**config.mk**
```make
export PLATFORM = sky130hd
export DESIGN_NAME = path_point_moving_average_smoother_flat
export DESIGN_NICKNAME = d
export VERILOG_FILES = /design/src/hw/rtl/ppms_pkg.sv /design/src/hw/rtl/ppms_if.sv /design/src/hw/rtl/ppms_div.sv /design/src/hw/rtl/ppms_ctrl.sv /design/src/hw/rtl/ppms_dp.sv /design/src/hw/rtl/path_point_moving_average_smoother.sv /design/src/flat_wrapper.sv
export SDC_FILE = /design/constraint.sdc
export NUM_CORES = 2
export LEC_CHECK = 0
export BUFFER_PORTS_ARGS = -buffer_cell sky130_fd_sc_hd__buf_2
export CAP_MARGIN = 15
export CELL_PAD_IN_SITES_DETAIL_PLACEMENT = 1
export CELL_PAD_IN_SITES_GLOBAL_PLACEMENT = 2
export CORE_ASPECT_RATIO = 1.4
export CORE_MARGIN = 2
export CORE_UTILIZATION = 49
export CTS_CLUSTER_SIZE = 10
export DETAILED_ROUTE_END_ITERATION = 10
export PLACE_DENSITY = 0.82
export SYNTH_ARGS = -nofsm -noshare
export SYNTH_HDL_FRONTEND = slang
export SYNTH_HIERARCHICAL = 1
export SYNTH_SLANG_ARGS = --single-unit
```
**constraint.sdc**
```tcl
create_clock -name clock -period 27.9 [get_ports clock]
set_clock_uncertainty 0.2 [all_clocks]
set_input_delay 4.185 -clock clock [delete_from_list [all_inputs] [get_ports clock]]
set_output_delay 4.185 -clock clock [all_outputs]
set_load 0.01 [all_outputs]
```
**src/hw/rtl/ppms_pkg.sv**
```systemverilog
// ---------------------------------------------------------------------------
// ppms_pkg
// Shared sizes, types and helpers of the path point moving average smoother.
// ---------------------------------------------------------------------------
package ppms_pkg;

   localparam int MAX_HALF = 8;
   localparam int DEPTH    = 2 * MAX_HALF + 1;
   localparam int COORD_W  = 33;
   localparam int HALF_W   = 4;
   localparam int ADDR_W   = $clog2(DEPTH);
   localparam int PTR_W    = $clog2(DEPTH + 1);
   localparam int ACC_W    = COORD_W + $clog2(DEPTH);
   localparam int MAG_W    = ACC_W - 1;
   localparam int CNT_W    = $clog2(MAG_W + 1);
   localparam logic [HALF_W-1:0] HALF_RESET = HALF_W'(2);

   typedef enum logic [3:0] {
      ST_IDLE,
      ST_DECIDE,
      ST_SUM,
      ST_TAIL,
      ST_DIV_GO,
      ST_DIV_WAIT,
      ST_CTR_RD,
      ST_CTR_OUT,
      ST_POST,
      ST_FL_RD,
      ST_FL_OUT
   } ctrl_state_type;

   typedef struct packed {
      logic accept;
      logic sum_clear;
      logic rd;
      logic idx_inc;
      logic acc_add;
      logic div_start;
      logic wr_mean;
      logic out_rd;
      logic out_last;
      logic idx_ctr;
      logic idx_flush;
      logic clear_count;
   } cmd_type;

   typedef struct packed {
      logic full;
      logic center;
      logic last;
      logic s_zero;
      logic idx_zero;
      logic idx_end;
      logic div_done;
      logic out_free;
      logic flush_empty;
   } sts_type;

   // circular window address: x is below 2*DEPTH
   function automatic logic [ADDR_W-1:0] wrap_addr(input logic [PTR_W:0] x);
      logic [PTR_W:0] y;
      y = x - (PTR_W + 1)'(DEPTH);
      if (x >= (PTR_W + 1)'(DEPTH)) begin
         wrap_addr = y[ADDR_W-1:0];
      end else begin
         wrap_addr = x[ADDR_W-1:0];
      end
   endfunction

endpackage

```
**src/hw/rtl/ppms_if.sv**
```systemverilog
// ---------------------------------------------------------------------------
// ppms_if
// Valid/ready channels for input points and result points.
// ---------------------------------------------------------------------------
interface ppms_req_if import ppms_pkg::*; ();
   logic                      valid;
   logic                      ready;
   logic signed [COORD_W-1:0] lon_in;
   logic signed [COORD_W-1:0] lat_in;
   logic                      last_in;

   modport source (output valid, output lon_in, output lat_in, output last_in, input ready);
   modport sink   (input valid, input lon_in, input lat_in, input last_in, output ready);
endinterface

interface ppms_rsp_if import ppms_pkg::*; ();
   logic                      valid;
   logic                      ready;
   logic signed [COORD_W-1:0] lon_out;
   logic signed [COORD_W-1:0] lat_out;
   logic                      last_out;

   modport source (output valid, output lon_out, output lat_out, output last_out, input ready);
   modport sink   (input valid, input lon_out, input lat_out, input last_out, output ready);
endinterface

```
**src/hw/rtl/ppms_div.sv**
```systemverilog
// ---------------------------------------------------------------------------
// ppms_div
// Signed by unsigned restoring divider, one quotient bit per cycle,
// truncating toward zero.
// ---------------------------------------------------------------------------
module ppms_div import ppms_pkg::*; (
   input  logic                      clock,
   input  logic                      reset,
   input  logic                      start,
   input  logic signed [ACC_W-1:0]   dividend,
   input  logic        [PTR_W-1:0]   divisor,
   output logic signed [COORD_W-1:0] quotient,
   output logic                      done
);

   logic [MAG_W-1:0] mag_ff, mag_in;
   logic [PTR_W-1:0] rem_ff, rem_in;
   logic [PTR_W-1:0] dvs_ff, dvs_in;
   logic [CNT_W-1:0] cnt_ff, cnt_in;
   logic             neg_ff, neg_in;
   logic             busy_ff, busy_in;
   logic             done_ff, done_in;

   logic [ACC_W-1:0] abs_val;
   logic [PTR_W:0]   trial;
   logic [PTR_W:0]   diff;
   logic             ge;
   logic [COORD_W-1:0] q_mag;

   assign abs_val = dividend[ACC_W-1] ? ACC_W'(-dividend) : ACC_W'(dividend);
   assign trial   = {rem_ff, mag_ff[MAG_W-1]};
   assign ge      = trial >= {1'b0, dvs_ff};
   assign diff    = trial - {1'b0, dvs_ff};
   assign q_mag   = mag_ff[COORD_W-1:0];

   always_comb begin
      mag_in  = mag_ff;
      rem_in  = rem_ff;
      dvs_in  = dvs_ff;
      cnt_in  = cnt_ff;
      neg_in  = neg_ff;
      busy_in = busy_ff;
      done_in = done_ff;
      if (start) begin
         mag_in  = abs_val[MAG_W-1:0];
         rem_in  = '0;
         dvs_in  = divisor;
         cnt_in  = '0;
         neg_in  = dividend[ACC_W-1];
         busy_in = 1'b1;
         done_in = 1'b0;
      end else if (busy_ff) begin
         mag_in = {mag_ff[MAG_W-2:0], ge};
         rem_in = ge ? diff[PTR_W-1:0] : trial[PTR_W-1:0];
         cnt_in = cnt_ff + CNT_W'(1);
         if (cnt_ff == CNT_W'(MAG_W - 1)) begin
            busy_in = 1'b0;
            done_in = 1'b1;
         end
      end
   end

   always_ff @(posedge clock) begin
      mag_ff <= mag_in;
      rem_ff <= rem_in;
      dvs_ff <= dvs_in;
      cnt_ff <= cnt_in;
      neg_ff <= neg_in;
      if (reset) begin
         busy_ff <= 1'b0;
         done_ff <= 1'b0;
      end else begin
         busy_ff <= busy_in;
         done_ff <= done_in;
      end
   end

   assign quotient = neg_ff ? -$signed(q_mag) : $signed(q_mag);
   assign done     = done_ff;

endmodule

```
**src/hw/rtl/ppms_ctrl.sv**
```systemverilog
// ---------------------------------------------------------------------------
// ppms_ctrl
// Sequencer: accept, window sum, divide, center output and end-of-path flush.
// ---------------------------------------------------------------------------
module ppms_ctrl import ppms_pkg::*; (
   input  logic    clock,
   input  logic    reset,
   input  logic    req_valid,
   output logic    req_ready,
   input  sts_type sts,
   output cmd_type cmd
);

   ctrl_state_type state_ff, state_in;

   always_comb begin
      state_in = state_ff;
      case (state_ff)
         ST_IDLE: begin
            if (req_valid) begin
               state_in = ST_DECIDE;
            end
         end
         ST_DECIDE: begin
            if (sts.full) begin
               state_in = ST_SUM;
            end else if (sts.center) begin
               state_in = ST_CTR_RD;
            end else begin
               state_in = ST_POST;
            end
         end
         ST_SUM: begin
            if (sts.idx_end) begin
               state_in = ST_TAIL;
            end
         end
         ST_TAIL:   state_in = ST_DIV_GO;
         ST_DIV_GO: state_in = ST_DIV_WAIT;
         ST_DIV_WAIT: begin
            if (sts.div_done && sts.out_free) begin
               state_in = ST_POST;
            end
         end
         ST_CTR_RD: state_in = ST_CTR_OUT;
         ST_CTR_OUT: begin
            if (sts.out_free) begin
               state_in = ST_POST;
            end
         end
         ST_POST: begin
            if (!sts.last || sts.flush_empty) begin
               state_in = ST_IDLE;
            end else begin
               state_in = ST_FL_RD;
            end
         end
         ST_FL_RD: state_in = ST_FL_OUT;
         ST_FL_OUT: begin
            if (sts.out_free) begin
               state_in = sts.idx_end ? ST_IDLE : ST_FL_RD;
            end
         end
         default: state_in = ST_IDLE;
      endcase
   end

   always_comb begin
      cmd       = '0;
      req_ready = 1'b0;
      case (state_ff)
         ST_IDLE: begin
            req_ready  = 1'b1;
            cmd.accept = req_valid;
         end
         ST_DECIDE: begin
            cmd.sum_clear = sts.full;
            cmd.idx_ctr   = !sts.full && sts.center;
         end
         ST_SUM: begin
            cmd.rd      = 1'b1;
            cmd.idx_inc = 1'b1;
            cmd.acc_add = !sts.idx_zero;
         end
         ST_TAIL:   cmd.acc_add = 1'b1;
         ST_DIV_GO: cmd.div_start = 1'b1;
         ST_DIV_WAIT: begin
            cmd.wr_mean  = sts.div_done && sts.out_free;
            cmd.out_last = sts.last && sts.s_zero;
         end
         ST_CTR_RD: cmd.rd = 1'b1;
         ST_CTR_OUT: begin
            cmd.out_rd   = sts.out_free;
            cmd.out_last = sts.last && sts.s_zero;
         end
         ST_POST: begin
            cmd.clear_count = sts.last && sts.flush_empty;
            cmd.idx_flush   = sts.last && !sts.flush_empty;
         end
         ST_FL_RD: cmd.rd = 1'b1;
         ST_FL_OUT: begin
            cmd.out_rd      = sts.out_free;
            cmd.out_last    = sts.idx_end;
            cmd.idx_inc     = sts.out_free;
            cmd.clear_count = sts.out_free && sts.idx_end;
         end
         default: cmd = '0;
      endcase
   end

   always_ff @(posedge clock) begin
      if (reset) begin
         state_ff <= ST_IDLE;
      end else begin
         state_ff <= state_in;
      end
   end

endmodule

```
**src/hw/rtl/ppms_dp.sv**
```systemverilog
// ---------------------------------------------------------------------------
// ppms_dp
// Window memory, counters, accumulators, dividers and result register.
// ---------------------------------------------------------------------------
module ppms_dp import ppms_pkg::*; (
   input  logic                      clock,
   input  logic                      reset,
   input  cmd_type                   cmd,
   output sts_type                   sts,
   input  logic                      csr_write_en,
   input  logic [HALF_W-1:0]         csr_write_data,
   input  logic signed [COORD_W-1:0] lon_in,
   input  logic signed [COORD_W-1:0] lat_in,
   input  logic                      last_in,
   input  logic                      rsp_ready,
   output logic                      rsp_valid,
   output logic signed [COORD_W-1:0] lon_out,
   output logic signed [COORD_W-1:0] lat_out,
   output logic                      last_out
);

   logic [HALF_W-1:0]  half_ff, half_in;
   logic [PTR_W-1:0]   count_ff, count_in;
   logic [ADDR_W-1:0]  base_ff, base_in;
   logic [PTR_W-1:0]   idx_ff, idx_in;
   logic               item_last_ff, item_last_in;
   logic signed [ACC_W-1:0] acc_lon_ff, acc_lon_in;
   logic signed [ACC_W-1:0] acc_lat_ff, acc_lat_in;
   logic               valid_ff, valid_in;
   logic [COORD_W-1:0] res_lon_ff, res_lon_in;
   logic [COORD_W-1:0] res_lat_ff, res_lat_in;
   logic               res_last_ff, res_last_in;

   logic [2*COORD_W-1:0] mem [DEPTH];
   logic [2*COORD_W-1:0] rd_data_ff;

   logic [PTR_W-1:0]   s_w;
   logic [PTR_W-1:0]   len_w;
   logic               out_free;
   logic               wr_en;
   logic [ADDR_W-1:0]  wr_addr;
   logic [2*COORD_W-1:0] wr_data;
   logic [ADDR_W-1:0]  rd_addr;
   logic signed [COORD_W-1:0] q_lon;
   logic signed [COORD_W-1:0] q_lat;
   logic               done_lon;
   logic               done_lat;
   logic signed [COORD_W-1:0] rd_lon;
   logic signed [COORD_W-1:0] rd_lat;

   // effective half width and window length
   assign s_w   = (32'(half_ff) > MAX_HALF) ? PTR_W'(MAX_HALF) : PTR_W'(half_ff);
   assign len_w = PTR_W'((32'(s_w) << 1) + 1);

   assign out_free = !valid_ff || rsp_ready;
   assign rd_lon   = rd_data_ff[2*COORD_W-1:COORD_W];
   assign rd_lat   = rd_data_ff[COORD_W-1:0];

   always_comb begin
      sts.full        = count_ff == len_w;
      sts.center      = count_ff > s_w;
      sts.last        = item_last_ff;
      sts.s_zero      = s_w == '0;
      sts.idx_zero    = idx_ff == '0;
      sts.idx_end     = idx_ff == count_ff - PTR_W'(1);
      sts.div_done    = done_lon && done_lat;
      sts.out_free    = out_free;
      sts.flush_empty = (s_w == '0) || (count_ff == '0);
   end

   // write port: new point at logical slot count, mean at slot s
   always_comb begin
      wr_en   = cmd.accept || cmd.wr_mean;
      wr_addr = wrap_addr((PTR_W + 1)'(base_ff) + (PTR_W + 1)'(s_w));
      wr_data = {q_lon, q_lat};
      if (cmd.accept) begin
         wr_addr = wrap_addr((PTR_W + 1)'(base_ff) + (PTR_W + 1)'(count_ff));
         wr_data = {lon_in, lat_in};
      end
   end

   assign rd_addr = wrap_addr((PTR_W + 1)'(base_ff) + (PTR_W + 1)'(idx_ff));

   always_ff @(posedge clock) begin
      if (wr_en) begin
         mem[wr_addr] <= wr_data;
      end
      if (cmd.rd) begin
         rd_data_ff <= mem[rd_addr];
      end
   end

   always_comb begin
      half_in      = half_ff;
      count_in     = count_ff;
      base_in      = base_ff;
      idx_in       = idx_ff;
      item_last_in = item_last_ff;
      acc_lon_in   = acc_lon_ff;
      acc_lat_in   = acc_lat_ff;
      if (csr_write_en) begin
         half_in  = csr_write_data;
         count_in = '0;
      end
      if (cmd.accept) begin
         item_last_in = last_in;
         if (count_ff == len_w) begin
            base_in = wrap_addr((PTR_W + 1)'(base_ff) + (PTR_W + 1)'(1));
         end else begin
            count_in = count_ff + PTR_W'(1);
         end
      end
      if (cmd.clear_count) begin
         count_in = '0;
      end
      if (cmd.sum_clear) begin
         idx_in     = '0;
         acc_lon_in = '0;
         acc_lat_in = '0;
      end
      if (cmd.idx_ctr) begin
         idx_in = count_ff - PTR_W'(1) - s_w;
      end
      if (cmd.idx_flush) begin
         idx_in = sts.center ? count_ff - s_w : '0;
      end
      if (cmd.idx_inc) begin
         idx_in = idx_ff + PTR_W'(1);
      end
      if (cmd.acc_add) begin
         acc_lon_in = acc_lon_ff + ACC_W'(rd_lon);
         acc_lat_in = acc_lat_ff + ACC_W'(rd_lat);
      end
   end

   // result register: one word waits here while the window moves on
   always_comb begin
      valid_in    = valid_ff;
      res_lon_in  = res_lon_ff;
      res_lat_in  = res_lat_ff;
      res_last_in = res_last_ff;
      if (rsp_ready) begin
         valid_in = 1'b0;
      end
      if (cmd.wr_mean) begin
         valid_in    = 1'b1;
         res_lon_in  = q_lon;
         res_lat_in  = q_lat;
         res_last_in = cmd.out_last;
      end else if (cmd.out_rd) begin
         valid_in    = 1'b1;
         res_lon_in  = rd_lon;
         res_lat_in  = rd_lat;
         res_last_in = cmd.out_last;
      end
   end

   always_ff @(posedge clock) begin
      idx_ff       <= idx_in;
      item_last_ff <= item_last_in;
      acc_lon_ff   <= acc_lon_in;
      acc_lat_ff   <= acc_lat_in;
      res_lon_ff   <= res_lon_in;
      res_lat_ff   <= res_lat_in;
      res_last_ff  <= res_last_in;
      if (reset) begin
         half_ff  <= HALF_RESET;
         count_ff <= '0;
         base_ff  <= '0;
         valid_ff <= 1'b0;
      end else begin
         half_ff  <= half_in;
         count_ff <= count_in;
         base_ff  <= base_in;
         valid_ff <= valid_in;
      end
   end

   ppms_div u_div_lon (
      .clock    (clock),
      .reset    (reset),
      .start    (cmd.div_start),
      .dividend (acc_lon_ff),
      .divisor  (len_w),
      .quotient (q_lon),
      .done     (done_lon)
   );

   ppms_div u_div_lat (
      .clock    (clock),
      .reset    (reset),
      .start    (cmd.div_start),
      .dividend (acc_lat_ff),
      .divisor  (len_w),
      .quotient (q_lat),
      .done     (done_lat)
   );

   assign rsp_valid = valid_ff;
   assign lon_out   = res_lon_ff;
   assign lat_out   = res_lat_ff;
   assign last_out  = res_last_ff;

endmodule

```
**src/hw/rtl/path_point_moving_average_smoother.sv**
```systemverilog
// Order: a point that completes a full window (2s+1 points) gives its
//   smoothed word after the serial window sum and the divide, a pass-through
//   word after a single window read; the last point flushes the words still held.
// Flow: one point at a time (serial window sum over the one read port, then
//   the 37-step divider when smoothing).
// Reset: synchronous, active high; half width returns to 2, window empty.
// ---------------------------------------------------------------------------
// path_point_moving_average_smoother
// Centered moving average over a stream of path points, in place.
// ---------------------------------------------------------------------------
module path_point_moving_average_smoother import ppms_pkg::*; (
   input  logic              clock,
   input  logic              reset,
   ppms_req_if.sink          req_ch,
   ppms_rsp_if.source        rsp_ch,
   input  logic              csr_write_en,
   input  logic [HALF_W-1:0] csr_write_data
);

   // Window layout: a circular buffer of DEPTH words (lon and lat side by
   // side), logical slot i at base + i mod DEPTH. Slot 0 is the oldest point.
   // Once the window holds 2s+1 points, a new word advances the base instead
   // of moving data, and the mean is written back at slot s so later windows
   // see the smoothed value.

   cmd_type cmd;
   sts_type sts;
   logic    req_ready;

   // controller: decides per word whether to average, pass through or flush
   ppms_ctrl u_ctrl (
      .clock     (clock),
      .reset     (reset),
      .req_valid (req_ch.valid),
      .req_ready (req_ready),
      .sts       (sts),
      .cmd       (cmd)
   );

   // datapath: window memory, counters, two dividers, output register
   ppms_dp u_dp (
      .clock          (clock),
      .reset          (reset),
      .cmd            (cmd),
      .sts            (sts),
      .csr_write_en   (csr_write_en),
      .csr_write_data (csr_write_data),
      .lon_in         (req_ch.lon_in),
      .lat_in         (req_ch.lat_in),
      .last_in        (req_ch.last_in),
      .rsp_ready      (rsp_ch.ready),
      .rsp_valid      (rsp_ch.valid),
      .lon_out        (rsp_ch.lon_out),
      .lat_out        (rsp_ch.lat_out),
      .last_out       (rsp_ch.last_out)
   );

   // input is taken only between words; the output register lets the
   // next word in while a result still waits downstream
   assign req_ch.ready = req_ready;

endmodule
```
**src/flat_wrapper.sv**
```systemverilog
// flat-port wrapper written by rule: the top's interface ports become plain ports
module path_point_moving_average_smoother_flat import ppms_pkg::*;
  (clock, reset, csr_write_en, csr_write_data, req_ch_valid, req_ch_lon_in, req_ch_lat_in, req_ch_last_in, req_ch_ready, rsp_ch_valid, rsp_ch_lon_out, rsp_ch_lat_out, rsp_ch_last_out, rsp_ch_ready);
  ppms_req_if req_ch_i ();
  ppms_rsp_if rsp_ch_i ();
  input  logic clock;
  input  logic reset;
  input  logic csr_write_en;
  input  logic [HALF_W-1:0] csr_write_data;
  input wire logic [$bits(req_ch_i.valid)-1:0] req_ch_valid;
  input wire logic [$bits(req_ch_i.lon_in)-1:0] req_ch_lon_in;
  input wire logic [$bits(req_ch_i.lat_in)-1:0] req_ch_lat_in;
  input wire logic [$bits(req_ch_i.last_in)-1:0] req_ch_last_in;
  output wire logic [$bits(req_ch_i.ready)-1:0] req_ch_ready;
  output wire logic [$bits(rsp_ch_i.valid)-1:0] rsp_ch_valid;
  output wire logic [$bits(rsp_ch_i.lon_out)-1:0] rsp_ch_lon_out;
  output wire logic [$bits(rsp_ch_i.lat_out)-1:0] rsp_ch_lat_out;
  output wire logic [$bits(rsp_ch_i.last_out)-1:0] rsp_ch_last_out;
  input wire logic [$bits(rsp_ch_i.ready)-1:0] rsp_ch_ready;
  assign req_ch_i.valid = req_ch_valid;
  assign req_ch_i.lon_in = req_ch_lon_in;
  assign req_ch_i.lat_in = req_ch_lat_in;
  assign req_ch_i.last_in = req_ch_last_in;
  assign req_ch_ready = req_ch_i.ready;
  assign rsp_ch_valid = rsp_ch_i.valid;
  assign rsp_ch_lon_out = rsp_ch_i.lon_out;
  assign rsp_ch_lat_out = rsp_ch_i.lat_out;
  assign rsp_ch_last_out = rsp_ch_i.last_out;
  assign rsp_ch_i.ready = rsp_ch_ready;
  path_point_moving_average_smoother u_core (.clock(clock), .reset(reset), .req_ch(req_ch_i), .rsp_ch(rsp_ch_i), .csr_write_en(csr_write_en), .csr_write_data(csr_write_data));
endmodule
```
==> impl_metrics.yaml <==
synth:
  yosys.area.top_type_share: 0.646
  synthFlopType: "edfxtp_1"
  synth_edf_count: 1423
  yosys.cell_count.top_type: "edfxtp_1"
  syn_area_sq_um: 66100
  yosysSeqAreaShare: 0.660
  yosysWarningCount: 6
  ys_top_cells_by_area: "edfxtp_1 65%, mux2i_1 4.4%, nand2_1 4.1%"
  ys_async_sr_fraction: 0
  synthCells: 4954
  avgSynthCellArea_sq_um: 13.4
  yosysTopAreaCell: "edfxtp_1"
  ys_types: 94
  ys_ff_latch: 1468
  synth_common_cells: "1,423 x edfxtp_1, 725 x nand2_1, 288 x mux2i_1, 254 x nand3_1, 230 x nor2_1"
detailed_routing:
  viasPerCell: 6.31
  drtPass1Iterations: 6
  drc_errors: 0
  wl_per_cell_um: 28.9
  via_count: 43225
  ant_nets: 0
  drt_iter0_drc: 4328
  wl_um: 198000
global_route:
  gr-usage-all-layers: 0.285
  grt_start_max_net_pins: 158
  grt_pass1_wl_um: 293000
  antenna_found_initial: 14
  grt.overflow.total: 0
  grt_pass1_vias: 45147
final_layout:
  area_growth_syn_to_layout_pct: 10.5
  fill_cells: 13084
  finalNetCount: 5262
  multi_input_area_sq_um: 21200
  final-seq-area_sq_um: 43600
  post_route_cells_drive_above_1_share: 0.117
die:
  num_rows: 159
  ios: 145
  fp.dieW_um: 315
  die_h_um: 439
  die_area_sq_um: 138000
  start_util: 0.493
  core_area_sq_um: 134000
setup_path:
  cp-start-kind: "input port"
  cp.arrival_ns: 8.03
  cp_data_required_time_ns: 28.10
  cp_max_fo: 47
  crit_type: "input port to flop"
  end_kind: "flop"
sta:
  rsz0062_at_grt: "false"
  max_slew_margin: 0.221
  max_freq_ghz: 0.128
  finalHoldViolCount: 0
  timing.final.max_slew_violations: 0
  worst_pin_slew_ns: 1.17
  min_period_ns: 7.84
  timing.hold.ws_ns: 0.299
  post-route-period-util: 0.281
  setup_viol: 0
  fin_setup_tns_ns: 0
pwr:
  powerDensity_nw_per_um2: 82.8
  p_leak_nw: 25.1
  vdd_drop_max_v: 0.0000678
job:
  max_cap_violations: 0
cts:
  h-tree-depth: 4
  holdBufCountCts: 0
  ctsResizeCount: 0
  path_clk_slew_ns: 0.05
  insertion_delay_ns: 0.80
  cts_tree: "done"
  root_buffer: "clkbuf_16"
  numCtsBuffers: 166
  cts.sinks: 1468
  clockBufferDepth: 3
  postCtsSetupBuffers: 0
placement:
  place_congestion: 0.865
  io_buffers: 144
  dp_hpwl_um: 122000
min_path:
  hold_class: "flop to flop"
run_status:
  status: "finished, final reports clean"
routing by layer:
layer / routed length (um) / vias to the layer above / track usage
li1: - / 19048 / -
met2: 98200 / 1465 / 0.484
met4: 6040 / 2 / 0.0937
met5: 13 / - / 0
met1: 82400 / 22378 / 0.381
met3: 11400 / 332 / 0.0357
cell type report:
type,count,share of cell area
clock buffer,187,0.0589
sequential,1468,0.597
inverter,88,0.00454
timing repair buffer,202,0.0168
clock inverter,12,0.00185
antenna,2,0.0000685
multi-input combinational,3124,0.290
tap,1771,0.0303
state kept, by name, indices dropped and copies added (netlist names), 5 cells and up:
| name | cells |
|---|---|
| u_core/u_dp/acc_lat_ff | 38 |
| u_core/u_dp/acc_lon_ff | 38 |
| u_core/u_dp/base_ff | 5 |
| u_core/u_dp/count_ff | 5 |
| u_core/u_dp/idx_ff | 5 |
| u_core/u_dp/lat_out | 33 |
| u_core/u_dp/lon_out | 33 |
| u_core/u_dp/mem | 1122 |
| u_core/u_dp/rd_data_ff | 66 |
| u_core/u_dp/u_div_lat/cnt_ff | 6 |
| u_core/u_dp/u_div_lat/dvs_ff | 5 |
| u_core/u_dp/u_div_lat/mag_ff | 37 |
| u_core/u_dp/u_div_lat/rem_ff | 5 |
| u_core/u_dp/u_div_lon/cnt_ff | 6 |
| u_core/u_dp/u_div_lon/dvs_ff | 5 |
| u_core/u_dp/u_div_lon/mag_ff | 37 |
| u_core/u_dp/u_div_lon/rem_ff | 5 |
cell usage in the layout (no fill, tap or decap), types with 45 or more instances in the layout:
master / netlist / final
edfxtp_1: 1423 / 1423
nand2_1: 725 / 724
mux2i_1: 288 / 288
nand3_1: 254 / 254
nor2_1: 230 / 211
clkbuf_16: 0 / 169
a21oi_1: 149 / 148
buf_2: 67 / 144
a32oi_1: 132 / 132
mux2_2: 132 / 131
ha_1: 127 / 127
xnor2_1: 116 / 115
nand4_1: 100 / 100
o21ai_0: 97 / 97
xor2_1: 96 / 96
inv_1: 86 / 84
a222oi_1: 66 / 66
nor3_1: 62 / 62
buf_4: 11 / 52
dfxtp_1: 45 / 45
power by group:
group	internal (mW)	leakage, nW	switching, mW	total [mW]
Clock	1.08	2.18	0.833	1.91
Sequential	2.66	13.2	0.0812	2.75
Combinational	0.427	9.66	0.967	1.39
worst paths after layout:
path | cells past startpoint | startpoint | end | slack, ns
worst min-delay path | 2 | u_core/u_dp/u_div_lon/rem_ff[4] | u_core/u_dp/u_div_lon/rem_ff[4] | 0.30
worst max register to register | 14 | u_core/u_dp/half_ff[3] | u_core/u_dp/mem[0][16] | 21.76
worst min register to register | 2 | u_core/u_dp/u_div_lon/rem_ff[4] | u_core/u_dp/u_div_lon/rem_ff[4] | 0.30
worst max-delay path | 7 | req_ch_valid | u_core/u_dp/mem[9][48] | 20.06
logic make-up after synthesis:
kind of cell	Yosys count	synth area share
flops	1468	0.660
simple gates	1626	0.115
compound gates	726	0.0807
buf+inv	363	0.0232
xor+xnor	214	0.0287
other cells	1	0.0000567
mux	420	0.0661
fa+ha+maj	136	0.0267
metrics by stage:
stage	std cells	power, mW	instance area (sq um)	setup slack (ns)	util
after global routing	6852	6.27	73100	19.88	0.545
after CTS	6852	6.07	73100	20.06	0.545
final	6854	6.05	73100	20.06	0.545
after floorplan	4955	3.67	66200	14.93	-
after global placement	6653	4.12	68600	19.28	0.512
after detailed placement	6653	4.16	68600	19.21	0.512
worst max-delay path, cell delays in order:
cell and delay, ns:
buf_2 0.11, and2_4 0.61, clkinv_1 0.41, mux2i_1 0.47, or3b_2 0.62, nor2_4 0.70
buf_4 0.84
Note: power is estimated with default switching activity, not from simulation.
